--- src/rtl/rv32x_pkg.sv ---
// ----------------------------------------------------------------------------
// rv32x_pkg: shared types and codes for the RV32I execute core
// Operation codes, access size codes, item structs and the stage result
// struct passed from the execute logic to the write-back stage.
// ----------------------------------------------------------------------------
package rv32x_pkg;

  // Default configuration
  localparam int unsigned DEF_DATA_BASE  = 1024;
  localparam int unsigned DEF_DATA_BYTES = 1024;
  localparam int unsigned DEF_NUM_REGS   = 32;

  // Operation codes
  localparam logic [4:0] OP_ADD   = 5'd0;
  localparam logic [4:0] OP_SUB   = 5'd1;
  localparam logic [4:0] OP_XOR   = 5'd2;
  localparam logic [4:0] OP_OR    = 5'd3;
  localparam logic [4:0] OP_AND   = 5'd4;
  localparam logic [4:0] OP_SLL   = 5'd5;
  localparam logic [4:0] OP_SRL   = 5'd6;
  localparam logic [4:0] OP_SRA   = 5'd7;
  localparam logic [4:0] OP_SLT   = 5'd8;
  localparam logic [4:0] OP_SLTU  = 5'd9;
  localparam logic [4:0] OP_LB    = 5'd10;
  localparam logic [4:0] OP_LH    = 5'd11;
  localparam logic [4:0] OP_LW    = 5'd12;
  localparam logic [4:0] OP_LBU   = 5'd13;
  localparam logic [4:0] OP_LHU   = 5'd14;
  localparam logic [4:0] OP_ADDI  = 5'd15;
  localparam logic [4:0] OP_XORI  = 5'd16;
  localparam logic [4:0] OP_ORI   = 5'd17;
  localparam logic [4:0] OP_ANDI  = 5'd18;
  localparam logic [4:0] OP_SLTI  = 5'd19;
  localparam logic [4:0] OP_SLTIU = 5'd20;
  localparam logic [4:0] OP_JALR  = 5'd21;
  localparam logic [4:0] OP_BEQ   = 5'd22;
  localparam logic [4:0] OP_BNE   = 5'd23;
  localparam logic [4:0] OP_BLT   = 5'd24;
  localparam logic [4:0] OP_BLTU  = 5'd25;
  localparam logic [4:0] OP_BGE   = 5'd26;
  localparam logic [4:0] OP_BGEU  = 5'd27;
  localparam logic [4:0] OP_LUI   = 5'd28;
  localparam logic [4:0] OP_JAL   = 5'd29;
  localparam logic [4:0] OP_STORE = 5'd30;

  // Access size codes (also the store_width field)
  localparam logic [1:0] SIZE_WORD = 2'd0;
  localparam logic [1:0] SIZE_HALF = 2'd1;
  localparam logic [1:0] SIZE_BYTE = 2'd2;
  localparam logic [1:0] SIZE_BAD  = 2'd3;

  // Input item
  typedef struct packed {
    logic [4:0]         req_type;
    logic [4:0]         src_a_index;
    logic [4:0]         src_b_index;
    logic [4:0]         dest_index;
    logic signed [31:0] immediate;
    logic [1:0]         store_width;
  } req_t;

  // Result item
  typedef struct packed {
    logic        status;
    logic [31:0] next_pc;
    logic        reg_write;
    logic [31:0] write_value;
  } rsp_t;

  // Execute stage outcome, carried into write-back
  typedef struct packed {
    logic        bad;
    logic [31:0] next_pc;
    logic        wr;
    logic [31:0] value;
    logic        is_load;
    logic        is_store;
    logic [1:0]  mem_size;
    logic        ld_signed;
  } ex_res_t;

  // Data store control from the pipeline
  typedef struct packed {
    logic       wr_en;
    logic       rd_en;
    logic [1:0] size;
  } mem_ctl_t;

endpackage

--- src/rtl/rv32x_alu.sv ---
// ----------------------------------------------------------------------------
// rv32x_alu: execute logic
// ALU, branch decision, next PC, effective address and bounds check for one
// instruction. Pure combinational; sits between the issue and write-back
// registers.
// ----------------------------------------------------------------------------
module rv32x_alu #(
  parameter int unsigned DATA_BASE  = rv32x_pkg::DEF_DATA_BASE,
  parameter int unsigned DATA_BYTES = rv32x_pkg::DEF_DATA_BYTES,
  parameter int unsigned NUM_REGS   = rv32x_pkg::DEF_NUM_REGS
) (
  input  rv32x_pkg::req_t                      item,
  input  logic [31:0]                          a,
  input  logic [31:0]                          b,
  input  logic [31:0]                          pc,
  output rv32x_pkg::ex_res_t                   res,
  output logic [$clog2((DATA_BYTES+3)/4)+1:0]  offset
);

  localparam int unsigned OW     = $clog2((DATA_BYTES + 3) / 4) + 2;
  localparam logic [32:0] BASE33 = 33'(DATA_BASE);
  localparam logic [32:0] LIM_B  = 33'(DATA_BYTES - 1);
  localparam logic [32:0] LIM_H  = 33'(DATA_BYTES - 2);
  localparam logic [32:0] LIM_W  = 33'(DATA_BYTES - 4);
  localparam logic [5:0]  NR6    = 6'(NUM_REGS);

  logic [4:0]  op;
  logic [31:0] imm, addr, pc4, br_tgt, val, npc;
  logic [32:0] off, lim;
  logic [4:0]  sh;
  logic [1:0]  size;
  logic        is_load, is_store, in_range, bad, want, dest_ok;

  always_comb begin
    op     = item.req_type;
    imm    = $unsigned(item.immediate);
    sh     = b[4:0];
    addr   = a + imm;
    off    = {1'b0, addr} - BASE33;
    pc4    = pc + 32'd4;
    br_tgt = pc + {imm[30:0], 1'b0};

    is_load  = (op == rv32x_pkg::OP_LB) || (op == rv32x_pkg::OP_LH) ||
               (op == rv32x_pkg::OP_LW) || (op == rv32x_pkg::OP_LBU) ||
               (op == rv32x_pkg::OP_LHU);
    is_store = (op == rv32x_pkg::OP_STORE);

    // Access size
    if (is_store) begin
      size = item.store_width;
    end else if ((op == rv32x_pkg::OP_LB) || (op == rv32x_pkg::OP_LBU)) begin
      size = rv32x_pkg::SIZE_BYTE;
    end else if ((op == rv32x_pkg::OP_LH) || (op == rv32x_pkg::OP_LHU)) begin
      size = rv32x_pkg::SIZE_HALF;
    end else begin
      size = rv32x_pkg::SIZE_WORD;
    end

    // Bounds: every byte of the access inside the store
    unique case (size)
      rv32x_pkg::SIZE_BYTE: lim = LIM_B;
      rv32x_pkg::SIZE_HALF: lim = LIM_H;
      default:              lim = LIM_W;
    endcase
    in_range = !off[32] && (off <= lim);
    bad = (is_load || is_store) &&
          (!in_range || (is_store && (item.store_width == rv32x_pkg::SIZE_BAD)));

    // Operation
    val  = '0;
    want = 1'b0;
    npc  = pc4;
    unique case (op)
      rv32x_pkg::OP_ADD:   begin val = a + b;  want = 1'b1; end
      rv32x_pkg::OP_SUB:   begin val = a - b;  want = 1'b1; end
      rv32x_pkg::OP_XOR:   begin val = a ^ b;  want = 1'b1; end
      rv32x_pkg::OP_OR:    begin val = a | b;  want = 1'b1; end
      rv32x_pkg::OP_AND:   begin val = a & b;  want = 1'b1; end
      rv32x_pkg::OP_SLL:   begin val = a << sh; want = 1'b1; end
      rv32x_pkg::OP_SRL:   begin val = a >> sh; want = 1'b1; end
      rv32x_pkg::OP_SRA:   begin val = $unsigned($signed(a) >>> sh); want = 1'b1; end
      rv32x_pkg::OP_SLT:   begin val = {31'd0, $signed(a) < $signed(b)}; want = 1'b1; end
      rv32x_pkg::OP_SLTU:  begin val = {31'd0, a < b}; want = 1'b1; end
      rv32x_pkg::OP_LB,
      rv32x_pkg::OP_LH,
      rv32x_pkg::OP_LW,
      rv32x_pkg::OP_LBU,
      rv32x_pkg::OP_LHU:   want = 1'b1;
      rv32x_pkg::OP_ADDI:  begin val = addr;    want = 1'b1; end
      rv32x_pkg::OP_XORI:  begin val = a ^ imm; want = 1'b1; end
      rv32x_pkg::OP_ORI:   begin val = a | imm; want = 1'b1; end
      rv32x_pkg::OP_ANDI:  begin val = a & imm; want = 1'b1; end
      rv32x_pkg::OP_SLTI:  begin val = {31'd0, $signed(a) < $signed(imm)}; want = 1'b1; end
      rv32x_pkg::OP_SLTIU: begin val = {31'd0, a < imm}; want = 1'b1; end
      rv32x_pkg::OP_JALR: begin
        val  = pc4;
        want = 1'b1;
        npc  = {addr[31:1], 1'b0};
      end
      rv32x_pkg::OP_BEQ:   if (a == b) npc = br_tgt;
      rv32x_pkg::OP_BNE:   if (a != b) npc = br_tgt;
      rv32x_pkg::OP_BLT:   if ($signed(a) < $signed(b)) npc = br_tgt;
      rv32x_pkg::OP_BLTU:  if (a < b) npc = br_tgt;
      rv32x_pkg::OP_BGE:   if (!($signed(a) < $signed(b))) npc = br_tgt;
      rv32x_pkg::OP_BGEU:  if (!(a < b)) npc = br_tgt;
      rv32x_pkg::OP_LUI:   begin val = imm; want = 1'b1; end
      rv32x_pkg::OP_JAL: begin
        val  = pc4;
        want = 1'b1;
        npc  = br_tgt;
      end
      rv32x_pkg::OP_STORE: ;
      default: ;  // no operation
    endcase

    // x0 and out-of-range destinations are never written
    dest_ok = (item.dest_index != 5'd0) && ({1'b0, item.dest_index} < NR6);

    res.bad       = bad;
    res.next_pc   = bad ? pc : npc;
    res.wr        = want && !bad && dest_ok;
    res.value     = (res.wr && !is_load) ? val : '0;
    res.is_load   = is_load && !bad;
    res.is_store  = is_store && !bad;
    res.mem_size  = size;
    res.ld_signed = (op == rv32x_pkg::OP_LB) || (op == rv32x_pkg::OP_LH);

    offset = off[OW-1:0];
  end

endmodule

--- config.mk ---
export PLATFORM = sky130hd
export DESIGN_NAME = rv32x_alu
export DESIGN_NICKNAME = d
export VERILOG_FILES = /design/src/rtl/rv32x_pkg.sv /design/src/rtl/rv32x_alu.sv
export SDC_FILE = /design/constraint.sdc
export NUM_CORES = 1
export LEC_CHECK = 0
export CAP_MARGIN = 20
export CORE_MARGIN = 5
export CORE_UTILIZATION = 40
export DETAILED_ROUTE_END_ITERATION = 12
export DONT_BUFFER_PORTS = 1
export REMOVE_ABC_BUFFERS = 1
export SYNTH_ARGS = -nofsm -noshare
export SYNTH_HDL_FRONTEND = slang
export SYNTH_SLANG_ARGS = --single-unit
--- constraint.sdc ---
create_clock -name vclk -period 10.8
set_input_delay 1.62 -clock vclk [all_inputs]
set_output_delay 1.62 -clock vclk [all_outputs]
set_load 0.02 [all_outputs]
==> results of run 1 <==
[Yosys cell counts (all sizes together), types with 23 or more instances]
| library cell | instances | area [um^2] |
|---|---|---|
| nand2 | 174 | 653.1 |
| a31oi | 32 | 206.5 |
| a221o | 28 | 280.3 |
| nor3 | 58 | 295.3 |
| clkbuf | 125 | 469.2 |
| or3 | 23 | 143.9 |
| xor2 | 34 | 297.8 |
| ha | 163 | 2039 |
| inv | 153 | 574.3 |
| xnor2 | 76 | 665.6 |
| o21bai | 25 | 187.7 |
| a21oi | 238 | 1206 |
| o21ai | 202 | 1011 |
| nor2 | 261 | 979.7 |
| a221oi | 44 | 391.6 |
| o221ai | 29 | 260.3 |
| nor4 | 23 | 143.9 |
| nand4 | 25 | 156.4 |
| nand2b | 55 | 351.6 |
| buf | 36 | 181.4 |
| o211ai | 41 | 307.8 |
| mux2i | 126 | 1261 |
| a21o | 50 | 382.9 |
| a211oi | 33 | 262.8 |
| o22ai | 28 | 175.2 |
| nand3 | 60 | 300.3 |
[layout make-up]
type / count / area (um^2) / area share (%)
Timing Repair Buffer: 32 / 257.7 / 1.572
Tap cell: 525 / 656.9 / 4.006
Inverter: 154 / 578.1 / 3.526
Multi-Input combinational cell: 2156 / 14900 / 90.90
[metrics by stage]
stage	hold slack [ns]	cell area (um^2)	cells	utilization [%]	power [mW]
2_1_floorplan	3.323	15440	2310	-	0.6627
3_3_place_gp	3.332	16370	2866	41.20	0.9056
3_5_place_dp	3.331	16370	2866	41.20	0.9151
4_1_cts	3.331	16370	2866	41.20	0.9191
5_1_grt	3.333	16400	2867	41.27	1.014
6_report	3.332	16400	2867	41.27	0.9475
[power groups by stage]
stage               clock (mW)  combinational, mW  sequential [mW]
finish                       0              0.947                0
global route                 0               1.01                0
CTS                          0              0.919                0
detailed placement           0              0.915                0
global placement             0              0.906                0
floorplan                    0              0.663                0
[cells by family after synthesis]
kind of cell	count (synthesis)	share of synthesized area, %
simple gates	807	24.44
xor+xnor	110	5.989
mux	147	10.01
fa+ha+maj	167	13.17
buf+inv	315	7.637
compound gates	925	38.75
[per-layer routing]
layer | GRT usage [%] | share of wire (%) | up-vias
met2 | 54.67 | 43 | 1248
met3 | 5.269 | 9.9 | 238
met5 | 0 | 0 | -
met4 | 12.45 | 4.8 | 0
met1 | 49.81 | 42 | 9711
li1 | - | - | 9030
[worst paths after layout]
path                     start      to  slack (ns)
worst min-delay path  item[53]  res[0]        3.33
worst max-delay path   item[8]  res[7]        1.52
==> impl_metrics.env, run 1 <==
export IMPL_dp_slack_ns=1.633
export IMPL_cp_end_kind="primary output"
export IMPL_core_um2=39730
export IMPL_drtIter0Drc=2984
export IMPL_grt_usage_pct=35.27
export IMPL_n_fill_cell=4245
export IMPL_max_stage_delay_ns=0.77
export IMPL_crit_buf_inv=4
export IMPL_synth_area_um2=16090
export IMPL_ant_nets=0
export IMPL_worstMarginPinSlew_ns=1.169
export IMPL_die_h_um=210.6
export IMPL_p_clk_share_pct=0
export IMPL_crit_type="in2out"
export IMPL_synthCells=2471
export IMPL_gp_congestion=1.020
export IMPL_fin_crit_sh_pct=85.93
export IMPL_startpoint_type="input pin"
export IMPL_wire_per_inst_um=29.23
export IMPL_fmax_mhz=107.8
export IMPL_grt_setup_unrepaired="no"
export IMPL_final_cell_mix="nor2_1, a21oi_1, o21ai_0"
export IMPL_ys_warn_count=0
export IMPL_slew_headroom_pct=21.21
export IMPL_cpMaxStageDelayCell="a2111oi_0"
export IMPL_syn_avg_cell_area_um2=6.511
export IMPL_layout_nets=2661
export IMPL_worstPathCellList="inv_1, ha_1, nand2b_1, nor4b_2, a2111oi_0, o21ai_0, nand2b_1, xnor2_1, ha_1, inv_1, nor4_1, buf_4, nand2_1, or4_1, a21o_1, a2111oi_4, a21o_4, o221ai_4, buf_4, a31oi_1"
export IMPL_n_antenna_cell=0
export IMPL_irDropWorstVdd_uv=20.66
export IMPL_final_common_cell="nor2_1"
export IMPL_p_switching_mw=0.6227
export IMPL_seq_cell_count=0
export IMPL_dieArea_um2=44330
export IMPL_drt_first_pass_iters=9
export IMPL_ios=231
export IMPL_cts_resized=0
export IMPL_cellInternalPower_mw=0.3248
export IMPL_required_ns=9.18
export IMPL_area_growth_pct=1.913
export IMPL_postCtsHoldBufs=0
export IMPL_p_leak_nw=6.663
export IMPL_grt_overflow_total=0
export IMPL_num_rows=73
export IMPL_routed_wl_mm=83.81
export IMPL_setup_tns_ns=0
export IMPL_finalSetupViolations=0
export IMPL_post_route_min_period_ns=9.281
export IMPL_cap_violations=0
export IMPL_status="finished clean"
export IMPL_grt_pass1_wl_mm=122.4
export IMPL_grt_pass1_vias=18514
export IMPL_cp_top_family="compound AO/OA/AOI/OAI gates"
export IMPL_dp_hpwl_mm=66.90
export IMPL_finalHoldViolations=0
export IMPL_hold_class="in2out"
export IMPL_switching_share_pct=65.72
export IMPL_path_depth=20
export IMPL_die_w_um=210.6
export IMPL_drc=0
export IMPL_final_seq_area_um2=0
export IMPL_layout_setup_ws_ns=1.519
export IMPL_hold_depth=1
export IMPL_antenna_found_initial=1
export IMPL_p_comb_share_pct=100.0
export IMPL_grt_max_degree=109
export IMPL_critPathArrivalTime_ns=7.66
export IMPL_cp_max_fo=43
export IMPL_seq_power_share_pct=0
export IMPL_initial_utilization_pct=40.49
export IMPL_post_cts_buffers=0
export IMPL_p_per_area_nw_per_um2=57.79
export IMPL_viasPerCell=7.055
export IMPL_dr_total_vias=20227
export IMPL_synth_cell_types=98
export IMPL_yosysSeqAreaShare_pct=0
export IMPL_nClkBuffers=0
export IMPL_drive_gt1_share_pct=4.526
export IMPL_drv_slew=0
export IMPL_portBuffers=0
No activity file was read; power rests on OpenSTA's default activity.
==> run 2: changes to the inputs <==
==> constraint.sdc (replaced) <==
create_clock -name vclk -period 10.8
set_input_delay 0.54 -clock vclk [all_inputs]
set_output_delay 0.54 -clock vclk [all_outputs]
set_load 0.02 [all_outputs]
==> run 2 against run 1 <==
Global-route usage fell by 0.25 points. Critical endpoint is now res[52]. Sequential cell count did not move. Die area did not move. Maximum frequency rose by 29%. Highest routed layer unchanged. Critical path type unchanged.
==> impl_metrics.env, run 2 (synthesized netlist as in run 1, its figures left out) <==
export IMPL_ant_nets=0
export IMPL_grt_pass1_wl_mm=121.5
export IMPL_fin_crit_sh_pct=66.82
export IMPL_wire_per_inst_um=29.25
export IMPL_layout_nets=2659
export IMPL_die_w_um=210.6
export IMPL_antenna_found_initial=0
export IMPL_portBuffers=0
export IMPL_ios=231
export IMPL_drv_slew=0
export IMPL_drt_first_pass_iters=9
export IMPL_hold_class="in2out"
export IMPL_grt_setup_unrepaired="no"
export IMPL_cp_end_kind="primary output"
export IMPL_routed_wl_mm=83.82
export IMPL_viasPerCell=7.057
export IMPL_cp_max_fo=43
export IMPL_max_stage_delay_ns=0.76
export IMPL_nClkBuffers=0
export IMPL_total_power_mw=0.9475
export IMPL_dr_total_vias=20224
export IMPL_cp_startpoint="item[3]"
export IMPL_p_clk_share_pct=0
export IMPL_grt_overflow_total=0
export IMPL_final_seq_area_um2=0
export IMPL_drc=0
export IMPL_post_cts_buffers=0
export IMPL_seq_power_share_pct=0
export IMPL_gp_congestion=1.020
export IMPL_grt_usage_pct=35.02
export IMPL_n_fill_cell=4293
export IMPL_dp_hpwl_mm=66.55
export IMPL_required_ns=10.26
export IMPL_area_growth_pct=1.727
export IMPL_cpMaxStageDelayCell="a2111oi_0"
export IMPL_initial_utilization_pct=40.49
export IMPL_setup_tns_ns=0
export IMPL_drive_gt1_share_pct=4.444
export IMPL_p_leak_nw=6.647
export IMPL_fmax_mhz=138.6
export IMPL_post_route_min_period_ns=7.216
export IMPL_finalSetupViolations=0
export IMPL_p_switching_mw=0.6231
export IMPL_final_common_cell="nor2_1"
export IMPL_switching_share_pct=65.76
export IMPL_irDropWorstVdd_uv=23.06
export IMPL_p_per_area_nw_per_um2=57.89
export IMPL_die_h_um=210.6
export IMPL_cellInternalPower_mw=0.3244
export IMPL_startpoint_type="input pin"
export IMPL_drtIter0Drc=3316
export IMPL_multi_input_area_um2=14900
export IMPL_finalHoldViolations=0
export IMPL_grt_max_degree=109
export IMPL_worstPathCellList="inv_1, ha_1, nand2b_1, a221o_1, a2111oi_0, o21ai_0, nand2b_1, xnor2_1, ha_1, inv_1, nor4_1, buf_4, nand2_1, or4_1, a21o_1, a2111oi_4, a21o_4, inv_2, o2bb2ai_1"
export IMPL_seq_cell_count=0
export IMPL_holdWs_ns=1.169
export IMPL_holdCritStartpoint="item[53]"
export IMPL_core_um2=39730
export IMPL_critPathArrivalTime_ns=6.68
export IMPL_cap_violations=0
export IMPL_crit_type="in2out"
export IMPL_slew_headroom_pct=23.24
export IMPL_status="finished clean"
export IMPL_final_cell_mix="nor2_1, a21oi_1, o21ai_0"
export IMPL_p_comb_share_pct=100.0
export IMPL_cts_resized=0
export IMPL_grt_pass1_vias=18348
export IMPL_postCtsHoldBufs=0
export IMPL_dieArea_um2=44330
export IMPL_worstMarginPinSlew_ns=1.122
export IMPL_num_rows=73
## run 2: path summary, 6_finish.rpt
kind | endpoint | depth (start not counted)
setup / recovery | res[52] | 19
hold / removal | res[0] | 1
## run 2: layout make-up
cell class / count / share of cell area [%]
inverters: 154 / 3.532
multi-input cells: 2156 / 91.06
diodes: 1 / 0.01529
repair buffers: 30 / 1.376
well taps: 525 / 4.014
## run 2: worst max-delay path, delay by kind of cell
kind / cells / cell delay, ns
xor gates and xnor gates: 1 / 0.28
AOI/OAI and AO/OA: 7 / 3.10
buffers and inverters: 4 / 0.89
adders and majority gates: 2 / 0.62
and+or+nand+nor: 5 / 1.22
## run 2: power groups by stage
stage / sequential (mW) / combinational, mW / clock, mW
global route: 0 / 1.01 / 0
global placement: 0 / 0.906 / 0
detailed placement: 0 / 0.916 / 0
floorplan: 0 / 0.663 / 0
CTS: 0 / 0.921 / 0
finish: 0 / 0.947 / 0.0000000128
## run 2: per-layer routing
| metal | up-vias | share of wire (%) | routed length [um] | GRT usage [%] |
|---|---|---|---|---|
| met5 | - | 0 | 0 | 0 |
| met4 | 0 | 4.4 | 3658 | 11.65 |
| met3 | 201 | 11 | 9104 | 6.102 |
| met2 | 1286 | 43 | 36450 | 54.54 |
| met1 | 9707 | 41 | 34610 | 49.01 |
| li1 | 9030 | - | - | - |
## run 2: per-stage QoR
step | std cells | worst slack (ns) | cell area, um^2 | util, %
2_1_floorplan | 2310 | 4.718 | 15440 | -
3_3_place_gp | 2865 | 3.874 | 16360 | 41.18
3_5_place_dp | 2865 | 3.679 | 16360 | 41.18
4_1_cts | 2865 | 3.644 | 16360 | 41.18
5_1_grt | 2865 | 3.345 | 16360 | 41.18
6_report | 2866 | 3.584 | 16370 | 41.19
